File: src/design/mafd_pkg.sv
package mafd_pkg;

   localparam int unsigned CountWidth = 10;

   localparam logic [7:0] CH_START = 8'h3A;
   localparam logic [7:0] CH_CR    = 8'h0D;
   localparam logic [7:0] CH_LF    = 8'h0A;

   localparam logic [3:0] MIN_CHARS_LESS_ONE = 4'd8;
   localparam logic [3:0] POS_SAT            = 4'd10;

   localparam logic [CountWidth-1:0] MAX_BYTES_RESET = 10'd255;

   localparam logic [2:0] STATUS_OK        = 3'd0;
   localparam logic [2:0] STATUS_TOO_SHORT = 3'd1;
   localparam logic [2:0] STATUS_BAD_START = 3'd2;
   localparam logic [2:0] STATUS_BAD_END   = 3'd3;
   localparam logic [2:0] STATUS_BAD_HEX   = 3'd4;

   typedef struct packed {
      logic [7:0] ch;
      logic       end_of_frame;
   } req_type;

   typedef struct packed {
      logic [7:0]            data_byte;
      logic                  byte_valid;
      logic                  frame_done;
      logic [2:0]            status;
      logic                  lrc_ok;
      logic [CountWidth-1:0] byte_count;
   } rsp_type;

   typedef struct packed {
      logic    has_result;
      rsp_type rsp;
   } step_type;

   // bit 4: valid digit, bits 3..0: value
   function automatic logic [4:0] hex_digit(input logic [7:0] c);
      logic [4:0] r;
      r = 5'd0;
      if (c >= 8'h30 && c <= 8'h39) begin
         r = {1'b1, 4'(c - 8'h30)};
      end else if (c >= 8'h41 && c <= 8'h46) begin
         r = {1'b1, 4'(c - 8'h37)};
      end else if (c >= 8'h61 && c <= 8'h66) begin
         r = {1'b1, 4'(c - 8'h57)};
      end
      return r;
   endfunction

endpackage

File: src/design/modbus_ascii_frame_decoder_core.sv
// A result appears on rsp_valid in the cycle after its character beat is taken.
// Throughput: one character per cycle while no result waits on rsp_ready; the output
// register frees as its beat leaves. Characters with no result leave nothing behind.
// Reset (synchronous): frame state cleared, output empty, max_bytes back to 255.
module modbus_ascii_frame_decoder_core (
   input  logic                             clock,
   input  logic                             reset,
   input  logic                             req_valid,
   output logic                             req_ready,
   input  mafd_pkg::req_type                req_item,
   output logic                             rsp_valid,
   input  logic                             rsp_ready,
   output mafd_pkg::rsp_type                rsp_item,
   input  logic                             csr_wr_en,
   input  logic [mafd_pkg::CountWidth-1:0]  csr_wr_data
);

   logic [mafd_pkg::CountWidth-1:0] max_bytes_ff;
   logic                            rsp_valid_ff, rsp_valid_in;
   mafd_pkg::rsp_type               rsp_ff, rsp_in;
   mafd_pkg::step_type              step;
   logic                            accept;

   assign req_ready = !rsp_valid_ff || rsp_ready;
   assign accept    = req_valid && req_ready;
   assign rsp_valid = rsp_valid_ff;
   assign rsp_item  = rsp_ff;

   mafd_frame u_frame (
      .clock     (clock),
      .reset     (reset),
      .step_en   (accept),
      .req       (req_item),
      .max_bytes (max_bytes_ff),
      .step      (step)
   );

   always_comb begin
      rsp_valid_in = rsp_valid_ff;
      rsp_in       = rsp_ff;
      if (accept) begin
         rsp_valid_in = step.has_result;
         rsp_in       = step.rsp;
      end else if (rsp_ready) begin
         rsp_valid_in = 1'b0;
      end
   end

   always_ff @(posedge clock) begin
      if (reset) begin
         max_bytes_ff <= mafd_pkg::MAX_BYTES_RESET;
         rsp_valid_ff <= 1'b0;
      end else begin
         if (csr_wr_en) begin
            max_bytes_ff <= csr_wr_data;
         end
         rsp_valid_ff <= rsp_valid_in;
      end
   end

   always_ff @(posedge clock) begin
      rsp_ff <= rsp_in;
   end

   a_rsp_has_content: assert property (@(posedge clock) disable iff (reset)
      rsp_valid_ff |-> (rsp_ff.byte_valid || rsp_ff.frame_done))
      else $error("empty result beat");

   a_status_only_at_end: assert property (@(posedge clock) disable iff (reset)
      (rsp_valid_ff && !rsp_ff.frame_done) |-> (rsp_ff.status == mafd_pkg::STATUS_OK &&
                                                !rsp_ff.lrc_ok))
      else $error("status reported mid frame");

   a_byte_within_limit: assert property (@(posedge clock) disable iff (reset)
      (rsp_valid_ff && rsp_ff.byte_valid) |-> (rsp_ff.byte_count != '0))
      else $error("byte emitted with zero count");

endmodule

File: src/design/mafd_frame.sv
module mafd_frame (
   input  logic                             clock,
   input  logic                             reset,
   input  logic                             step_en,
   input  mafd_pkg::req_type                req,
   input  logic [mafd_pkg::CountWidth-1:0]  max_bytes,
   output mafd_pkg::step_type               step
);

   logic [3:0]                      char_position_ff, char_position_in;
   logic                            position_odd_ff, position_odd_in;
   logic [7:0]                      previous_char_ff, previous_char_in;
   logic [4:0]                      high_nibble_ff, high_nibble_in;
   logic [7:0]                      held_byte_ff, held_byte_in;
   logic [1:0]                      held_flags_ff, held_flags_in;
   logic                            start_ok_ff, start_ok_in;
   logic                            hex_error_ff, hex_error_in;
   logic [mafd_pkg::CountWidth-1:0] decoded_count_ff, decoded_count_in;
   logic [7:0]                      lrc_sum_ff, lrc_sum_in;

   logic [4:0] digit;
   logic       emit;
   logic [2:0] status;

   assign digit = mafd_pkg::hex_digit(req.ch);

   always_comb begin
      char_position_in = char_position_ff;
      position_odd_in  = position_odd_ff;
      previous_char_in = previous_char_ff;
      high_nibble_in   = high_nibble_ff;
      held_byte_in     = held_byte_ff;
      held_flags_in    = held_flags_ff;
      start_ok_in      = start_ok_ff;
      hex_error_in     = hex_error_ff;
      decoded_count_in = decoded_count_ff;
      lrc_sum_in       = lrc_sum_ff;
      emit             = 1'b0;
      status           = mafd_pkg::STATUS_OK;

      if (char_position_ff == 4'd0) begin
         start_ok_in = (req.ch == mafd_pkg::CH_START);
      end else if (position_odd_ff) begin
         high_nibble_in = digit;
      end else begin
         if (held_flags_ff[0] && start_ok_ff && !hex_error_ff &&
             decoded_count_ff < max_bytes) begin
            if (held_flags_ff[1]) begin
               emit             = 1'b1;
               decoded_count_in = decoded_count_ff +
                                  {{(mafd_pkg::CountWidth-1){1'b0}}, 1'b1};
               lrc_sum_in       = lrc_sum_ff + held_byte_ff;
            end else begin
               hex_error_in = 1'b1;
            end
         end
         held_byte_in  = {high_nibble_ff[3:0], digit[3:0]};
         held_flags_in = {high_nibble_ff[4] & digit[4], 1'b1};
      end

      priority if (char_position_ff < mafd_pkg::MIN_CHARS_LESS_ONE) begin
         status = mafd_pkg::STATUS_TOO_SHORT;
      end else if (!start_ok_in) begin
         status = mafd_pkg::STATUS_BAD_START;
      end else if (previous_char_ff != mafd_pkg::CH_CR || req.ch != mafd_pkg::CH_LF) begin
         status = mafd_pkg::STATUS_BAD_END;
      end else if (hex_error_in) begin
         status = mafd_pkg::STATUS_BAD_HEX;
      end else begin
         status = mafd_pkg::STATUS_OK;
      end

      step.has_result     = emit | req.end_of_frame;
      step.rsp.data_byte  = emit ? held_byte_ff : 8'd0;
      step.rsp.byte_valid = emit;
      step.rsp.frame_done = req.end_of_frame;
      step.rsp.status     = req.end_of_frame ? status : mafd_pkg::STATUS_OK;
      step.rsp.lrc_ok     = req.end_of_frame && decoded_count_in != '0 && lrc_sum_in == 8'd0;
      step.rsp.byte_count = decoded_count_in;

      if (req.end_of_frame) begin
         char_position_in = 4'd0;
         position_odd_in  = 1'b0;
         previous_char_in = 8'd0;
         high_nibble_in   = 5'd0;
         held_byte_in     = 8'd0;
         held_flags_in    = 2'd0;
         start_ok_in      = 1'b0;
         hex_error_in     = 1'b0;
         decoded_count_in = '0;
         lrc_sum_in       = 8'd0;
      end else begin
         if (char_position_ff < mafd_pkg::POS_SAT) begin
            char_position_in = char_position_ff + 4'd1;
         end
         position_odd_in  = ~position_odd_ff;
         previous_char_in = req.ch;
      end
   end

   always_ff @(posedge clock) begin
      if (reset) begin
         char_position_ff <= 4'd0;
         position_odd_ff  <= 1'b0;
         previous_char_ff <= 8'd0;
         high_nibble_ff   <= 5'd0;
         held_byte_ff     <= 8'd0;
         held_flags_ff    <= 2'd0;
         start_ok_ff      <= 1'b0;
         hex_error_ff     <= 1'b0;
         decoded_count_ff <= '0;
         lrc_sum_ff       <= 8'd0;
      end else if (step_en) begin
         char_position_ff <= char_position_in;
         position_odd_ff  <= position_odd_in;
         previous_char_ff <= previous_char_in;
         high_nibble_ff   <= high_nibble_in;
         held_byte_ff     <= held_byte_in;
         held_flags_ff    <= held_flags_in;
         start_ok_ff      <= start_ok_in;
         hex_error_ff     <= hex_error_in;
         decoded_count_ff <= decoded_count_in;
         lrc_sum_ff       <= lrc_sum_in;
      end
   end

   a_pos_sat: assert property (@(posedge clock) disable iff (reset)
      char_position_ff <= mafd_pkg::POS_SAT)
      else $error("char position past saturation");

   a_odd_tracks_pos: assert property (@(posedge clock) disable iff (reset)
      (char_position_ff == 4'd0) |-> !position_odd_ff)
      else $error("odd flag set at frame start");

   a_no_emit_after_hex_err: assert property (@(posedge clock) disable iff (reset)
      hex_error_ff |-> !emit)
      else $error("byte emitted after hex error");

endmodule
File: config.mk
export PLATFORM = sky130hd
export DESIGN_NAME = modbus_ascii_frame_decoder_core
export DESIGN_NICKNAME = d
export VERILOG_FILES = /design/src/design/mafd_pkg.sv /design/src/design/modbus_ascii_frame_decoder_core.sv /design/src/design/mafd_frame.sv
export SDC_FILE = /design/constraint.sdc
export NUM_CORES = 1
export LEC_CHECK = 0
export BUFFER_PORTS_ARGS = -buffer_cell sky130_fd_sc_hd__buf_2
export CORE_AREA = 2 2 82 92
export DETAILED_ROUTE_END_ITERATION = 16
export DIE_AREA = 0 0 84 94
export PLACE_DENSITY = 0.89
export REMOVE_ABC_BUFFERS = 1
export SKIP_LAST_GASP = 1
export SLEW_MARGIN = 20
export SYNTH_ARGS = -nofsm -noshare
export SYNTH_HDL_FRONTEND = slang
export SYNTH_SLANG_ARGS = --single-unit
File: constraint.sdc
create_clock -name clock -period 7 [get_ports clock]
set_input_delay 0 -clock clock [delete_from_list [all_inputs] [get_ports clock]]
set_output_delay 0 -clock clock [all_outputs]
set_load 0.01 [all_outputs]
Word level (Yosys, flattened, before mapping)
Cells that the tools add are included.
{"block": "totals", "reg_bits": 83, "latch_bits": 0, "mem_bits_rw": 0, "rom_bits": 0, "in_bits": 24, "out_inout_bits": 26, "wordCells": 112, "n_memories": 0}
{"block": "op_classes", "add_sub_neg": 6, "n_mul": 0, "div": 0, "magnitude_cmp": 9, "eq_ne": 5, "shift": 0, "n_mux": 43, "bitwise": 5, "reduce_logical": 24}
{"cell": "8-bit 2-to-1 mux", "count": 9}
{"cell": "10-bit 2-to-1 mux", "count": 5}
{"cell": "5-bit 2-to-1 mux", "count": 6}
{"cell": "8-bit by 7-bit >= comparator with 1-bit output (second input constant)", "count": 2}
{"cell": "8-bit by 7-bit less-or-equal comparator with 1-bit output (second input constant)", "count": 2}
{"cell": "8-bit by 4-bit inequality test with 1-bit output (second input constant)", "count": 2}
{"cell": "1-bit 2-to-1 mux", "count": 15}
{"cell": "10-bit by 1-bit adder with 10-bit output (second input constant)", "count": 1}
{"cell": "10-bit less-than comparator", "count": 1}
{"cell": "2-bit 2-to-1 mux", "count": 5}
{"cell": "10-bit nonzero test", "count": 1}
{"cell": "1-bit logical AND", "count": 9}
{"cell": "8-bit adder", "count": 1}
{"cell": "8-bit by 6-bit equality test with 1-bit output (second input constant)", "count": 1}
{"cell": "8-bit by 6-bit >= comparator with 1-bit output (second input constant)", "count": 1}
{"cell": "8-bit by 6-bit less-or-equal comparator with 1-bit output (second input constant)", "count": 1}
{"cell": "8-bit logical NOT", "count": 1}
{"cell": "4-bit less-than comparator (second input constant)", "count": 2}
{"cell": "4-bit 2-to-1 mux", "count": 2}
{"cell": "4-bit by 3-bit subtractor with 4-bit output (second input constant)", "count": 2}
{"cell": "3-bit AND reduction", "count": 2}
{"cell": "2-bit nonzero test", "count": 3}
{"cell": "4-bit by 1-bit adder with 4-bit output (second input constant)", "count": 1}
{"cell": "4-bit logical NOT", "count": 1}
{"cell": "11 further kinds", "count": 16}

Logic depth before layout (Yosys ltp)
{"block": "logic_depth", "word_depth": 10, "depth_mapped": 12, "depth_no_buf": 11}

By module
From an unflattened synthesis, not the netlist that was laid out.
{"block": "hier_totals", "cells_unflattened": 426, "area_unflattened_um2": 4120.2}
{"module": "mafd_frame", "n_inst": 1, "cells_per_inst": 365, "area_each_um2": 2985.4, "seq_area_each_um2": 960.9}
{"module": "modbus_ascii_frame_decoder_core", "n_inst": 1, "cells_per_inst": 61, "area_each_um2": 1134.8, "seq_area_each_um2": 940.9}

Worst setup path before layout
Ideal clock, no wire load.
{"block": "synth_path", "kind": "reg-to-reg", "from": "reg u_frame.lrc_sum_ff[0]", "to": "reg rsp_ff, in the netlist rsp_item[10] (data pin)", "setup_ns": 0.157, "t_arrival_ns": 2.765, "t_required_ns": 6.843, "setup_slack_ns": 4.079, "stages_incl_launch_ff": 8, "path_buffers": 0, "period_less_slack_ns": 2.921, "cell_sequence": "dfxtp_1 ha_1 fa_1 xor2_1 or4b_1 or4_1 or4b_1 a32oi_1"}
{"element": "start: declaration", "line_no": "mafd_frame.sv:19", "rtl": "logic [7:0] lrc_sum_ff, lrc_sum_in;"}
{"element": "start signal: assignment", "line_no": "mafd_frame.sv:123", "rtl": "lrc_sum_ff <= lrc_sum_in;"}
{"element": "end signal: assignment", "line_no": "modbus_ascii_frame_decoder_core.sv:62", "rtl": "rsp_ff <= rsp_in;"}
{"element": "end: declaration", "line_no": "modbus_ascii_frame_decoder_core.sv:20", "rtl": "mafd_pkg::rsp_type rsp_ff, rsp_in;"}

Worst setup path in the final report
{"block": "layout_path", "from": "reg u_frame.decoded_count_ff[3] (netlist bit)", "to": "reg rsp_valid_ff, in the netlist rsp_valid"}
{"block": "layout_via", "elab_chain_len": 7}
{"element": "start: declaration", "line_no": "mafd_frame.sv:18", "rtl": "logic [mafd_pkg::CountWidth-1:0] decoded_count_ff, decoded_count_in;"}
{"element": "start signal: assignment", "line_no": "mafd_frame.sv:122", "rtl": "decoded_count_ff <= decoded_count_in;"}
{"element": "10-bit less-than comparator", "line_no": "mafd_frame.sv:47", "rtl": "decoded_count_ff < max_bytes) begin"}
{"element": "1-bit logical AND", "line_no": "mafd_frame.sv:46", "rtl": "if (held_flags_ff[0] && start_ok_ff && !hex_error_ff &&"}
{"element": "1-bit 2-to-1 mux", "line_no": "mafd_frame.sv:46"}
{"element": "1-bit 2-to-1 mux", "line_no": "mafd_frame.sv:43", "rtl": "end else if (position_odd_ff) begin"}
{"element": "1-bit 2-to-1 mux", "line_no": "mafd_frame.sv:41", "rtl": "if (char_position_ff == 4'd0) begin"}
{"element": "1-bit bitwise OR", "line_no": "mafd_frame.sv:73", "rtl": "step.has_result = emit | req.end_of_frame;"}
{"element": "1-bit 2-to-1 mux", "line_no": "modbus_ascii_frame_decoder_core.sv:41", "rtl": "if (accept) begin"}
{"element": "end signal: assignment", "line_no": "modbus_ascii_frame_decoder_core.sv:57", "rtl": "rsp_valid_ff <= rsp_valid_in;"}
{"element": "end: declaration", "line_no": "modbus_ascii_frame_decoder_core.sv:19", "rtl": "logic rsp_valid_ff, rsp_valid_in;"}
Every way passes these cells.
A chain may end at the register's enable or synchronous reset.

==> summary.md <==
| Metric | Value |
|---|---|
| Antenna violations before repair | `0` |
| CP startpoint kind | `flip-flop` |
| Sw power | `around 0.22 mW` |
| Most frequent cell after synthesis | `dfxtp_1` |
| Worst-Skew Late Latency | `approximately 360 ps` |
| First-pass GRT wire length | `roughly 15 mm` |
| DP Area | `0.00443 sq mm` |
| Overall global routing resource usage | `around 24%` |
| CP delay by family, top | `compound AO/OA/AOI/OAI gates` |
| Part of the power in registers | `approximately 56%` |
| Relative slew slack | `41.3%` |
| Iter 0 DRT Violations | `about 210` |
| Final core occ | `69.1%` |
| Final HPWL DP | `6.13 mm` |
| FF-to-FF setup slack | `about 3600 ps` |
| WP buf/inv | `2` |
| Biggest area consumer among synthesized cells | `dfxtp_1` |
| Synth cell count leaders | `dfxtp_1 (59), nor2_1 (49), a21oi_1 (34), nand2_1 (34), edfxtp_1 (24)` |
| Fmax | `0.296 GHz` |
| RSZ-0062 raised after global routing | `no` |
| Post-layout min period | `between 3000 and 4000 ps` |
| Synth top area cells | `dfxtp_1 (28%), edfxtp_1 (17%), ha_1 (6.9%), nor2_1 (4.4%), a21oi_1 (4.1%)` |
| CP required | `~7300 ps` |
| Peak VDD IR | `around 130 uV` |
| Die area | `about 0.0079 sq mm` |
| Worst r2r dst | `rsp_valid` |
| Final period util | `48.3%` |
| Height of the die | `between 90 and 100 um` |
| Async set-or-reset flop fraction in the synthesized netlist | `0%` |
| Setup TNS | `0 ps` |
| Min-delay worst type | `in2reg` |
| Yosys top cell area share | `between 20% and 30%` |
| Row count | `32` |
| Clock share of power | `about a third` |
| Avg WL per Cell | `roughly 15 um` |
| CTS max path bufs | `2` |
| CP Capture Type | `flip-flop` |
| DR vias | `3,510` |
| R2R Path Start | `u_frame.decoded_count_ff[3]` |
| Worst EP arrival | `3680 ps` |
| WP depth | `9` |
| Worst-path fanout max | `18` |
| Status | `completed` |
| CTS resizes | `0` |
| Placed Instances | `around 560` |
| Slew Viols, Final | `0` |
| Post-synthesis cell count | `447` |
| Synthesized area per cell | `roughly 9.3 sq um` |
| Leak Pwr | `slightly above 2 nW` |
| Initial Util | `between 50% and 60%` |
| Post-synthesis sequential element count | `slightly above 80` |
| Pre-CTS setup slack | `3900 ps` |
| I/O pin count | `50` |
| Crit Path Category | `reg2reg` |
| Setup Fix Bufs, Post-CTS | `0` |
| Worst Tran Pin Value | `875 ps` |
| Clk root buf | `clkbuf_8` |
| Cell area after synthesis | `between 0.004 and 0.005 sq mm` |
| Number of remaining DRC errors | `0` |
| Sequential area share after synthesis | `a little under half` |
| TritonCTS clock tree | `yes` |
| Clock sinks | `a little over 80` |
| Clk pin slew, worst setup/hold paths | `~80 ps` |
| Layout area overhead | `15.4%` |
| Largest stage delay on the critical path | `around 560 ps` |
| Worst R2R Path Depth | `9` |
| Cts bufs inserted | `9` |
| Final Setup Violations | `0` |
| Most used DFF post-synth | `dfxtp_1` |
| Post-synth cell types | `54` |
| Final Hold Fails | `0` |
| Number of fill cells | `between 500 and 600` |
| Die width | `~84 um` |
| EDFF count, synth | `24` |
| Ant. Diodes | `0` |
| WL final | `between 8 and 9 mm` |
| Nets@finish | `roughly 550` |
| Core box area | `between 0.006 and 0.007 sq mm` |
| Finished Layout Cells | `a little under 600` |
| Pwr dens | `190 mW/mm^2` |
| Layout cells sized above 1 | `roughly 14%` |
| Critical Path Source | `u_frame.decoded_count_ff[3]` |
| Maxcap violations | `0` |
| Largest net degree at the start of global routing | `53` |
| Htree depth | `3` |
| Clock skew | `just under 10 ps` |
| Yosys warning total | `0` |
| Logic pwr share | `about 8.9%` |
| Hold_ws | `roughly 57 ps` |
| Pint | `~0.69 mW` |
| ANT nets after route | `0` |
| Via density | `5.92` |
| Final Power | `0.911 mW` |
| Number of global-route vias before repair | `between 3,000 and 4,000` |
| CP endpoint | `rsp_valid` |
| Gr ovfl total | `0` |
| Net Sw Frac | `between 20% and 30%` |
| Fin worst setup slack | `3620 ps` |
| Pre-antenna DRT Iters | `5` |
| Critical path's slowest cell | `dlygate4sd3_1` |
| Crit-path cells | `ha_1, a2111oi_0, o21ai_1, a21oi_2, nand2_1, clkinv_1, o21ai_0, a21oi_1, dlygate4sd3_1` |
| Port buffer count | `approximately 50` |
| Design area | `roughly 0.0048 sq mm` |
| RePlAce Congestion | `just under 0.9` |
## layer usage
metal / share of wire (%) / track usage [%] / routed length (um) / vias to the layer above
met5: 0 / 0 / 0 / -
met4: 2.3 / 12.5 / 211 / 0
met3: 5.2 / 4.31 / 472 / 21
met2: 50 / 42.7 / 4540 / 120
met1: 42 / 27.7 / 3770 / 1660
li1: - / - / - / 1709
## power groups by stage
stage	sequential [mW]	clock, mW	combinational, mW
floorplan	0.526	0	0.0358
global placement	0.522	0	0.0709
detailed placement	0.523	0	0.0736
CTS	0.512	0.324	0.0814
global route	0.513	0.342	0.0902
finish	0.511	0.318	0.0813
## cells by family after synthesis
kind of cell               Yosys count  synth area share (%)
and+or+nand+nor                    155                  18.8
xor gates and xnor gates            19                  4.01
DFF                                 83                  45.8
buffers and inverters               47                  4.25
AOI/OAI and AO/OA                  104                  16.0
muxes                               15                  3.65
adders and majority gates           24                  7.42
## cell usage in the layout, fill, tap and decap left out, types with 6 or more instances in the layout
cell and n:
nand3b_1 9, ha_1 23, nor2_1 49, xor2_1 7
o21ai_0 17, and2_1 9, buf_2 49, clkbuf_8 9
nand2_1 34, a21oi_1 34, nor3_1 9, mux2i_1 14
dfxtp_1 59, o211ai_1 8, inv_1 21, xnor2_1 12
dlygate4sd3_1 18, or3_1 6, nand3_1 9, edfxtp_1 24
and3_1 6, a22oi_1 14
## worst reg2reg max path, cell delays in order (launching register included)
cell and delay (ps):
dfxtp_1 510, ha_1 310, a2111oi_0 410, o21ai_1 180, a21oi_2 530, nand2_1 200, clkinv_1 310, o21ai_0 160
a21oi_1 160, dlygate4sd3_1 560
## registers in the layout (all words and copies together), names as in the netlist, 4 cells and up
signal	flops
max_bytes_ff	10
rsp_item	24
u_frame.char_position_ff	4
u_frame.decoded_count_ff	10
u_frame.held_byte_ff	8
u_frame.high_nibble_ff	5
u_frame.lrc_sum_ff	8
u_frame.previous_char_ff	8
## worst min path at each step
stage              startpoint               to  slack (ps)  depth (start not counted)
2_1_floorplan           reset        rsp_valid          70                          1
3_3_place_gp   csr_wr_data[4]  max_bytes_ff[4]         220                          3
3_5_place_dp   csr_wr_data[7]  max_bytes_ff[7]         220                          3
4_1_cts             csr_wr_en  max_bytes_ff[7]          50                          3
5_1_grt             csr_wr_en  max_bytes_ff[7]          90                          3
6_report            csr_wr_en  max_bytes_ff[7]          60                          3
## cell type report
type / instances / area (sq um) / share of cell area, %
clock inverter: 4 / 25.0 / 0.523
tap: 85 / 106 / 2.22
sequential: 83 / 1900 / 39.7
multi-input combinational: 317 / 2070 / 43.3
timing repair buffer: 69 / 440 / 9.20
clock buffer: 12 / 156 / 3.27
inverter: 23 / 86.3 / 1.80
## what timing repair did
action	in CTS	in global routing
endpoints found under the setup margin	0	0
hold buffers	18	0
hold endpoints to repair	17	0
(Power assumes the default switching activity.)
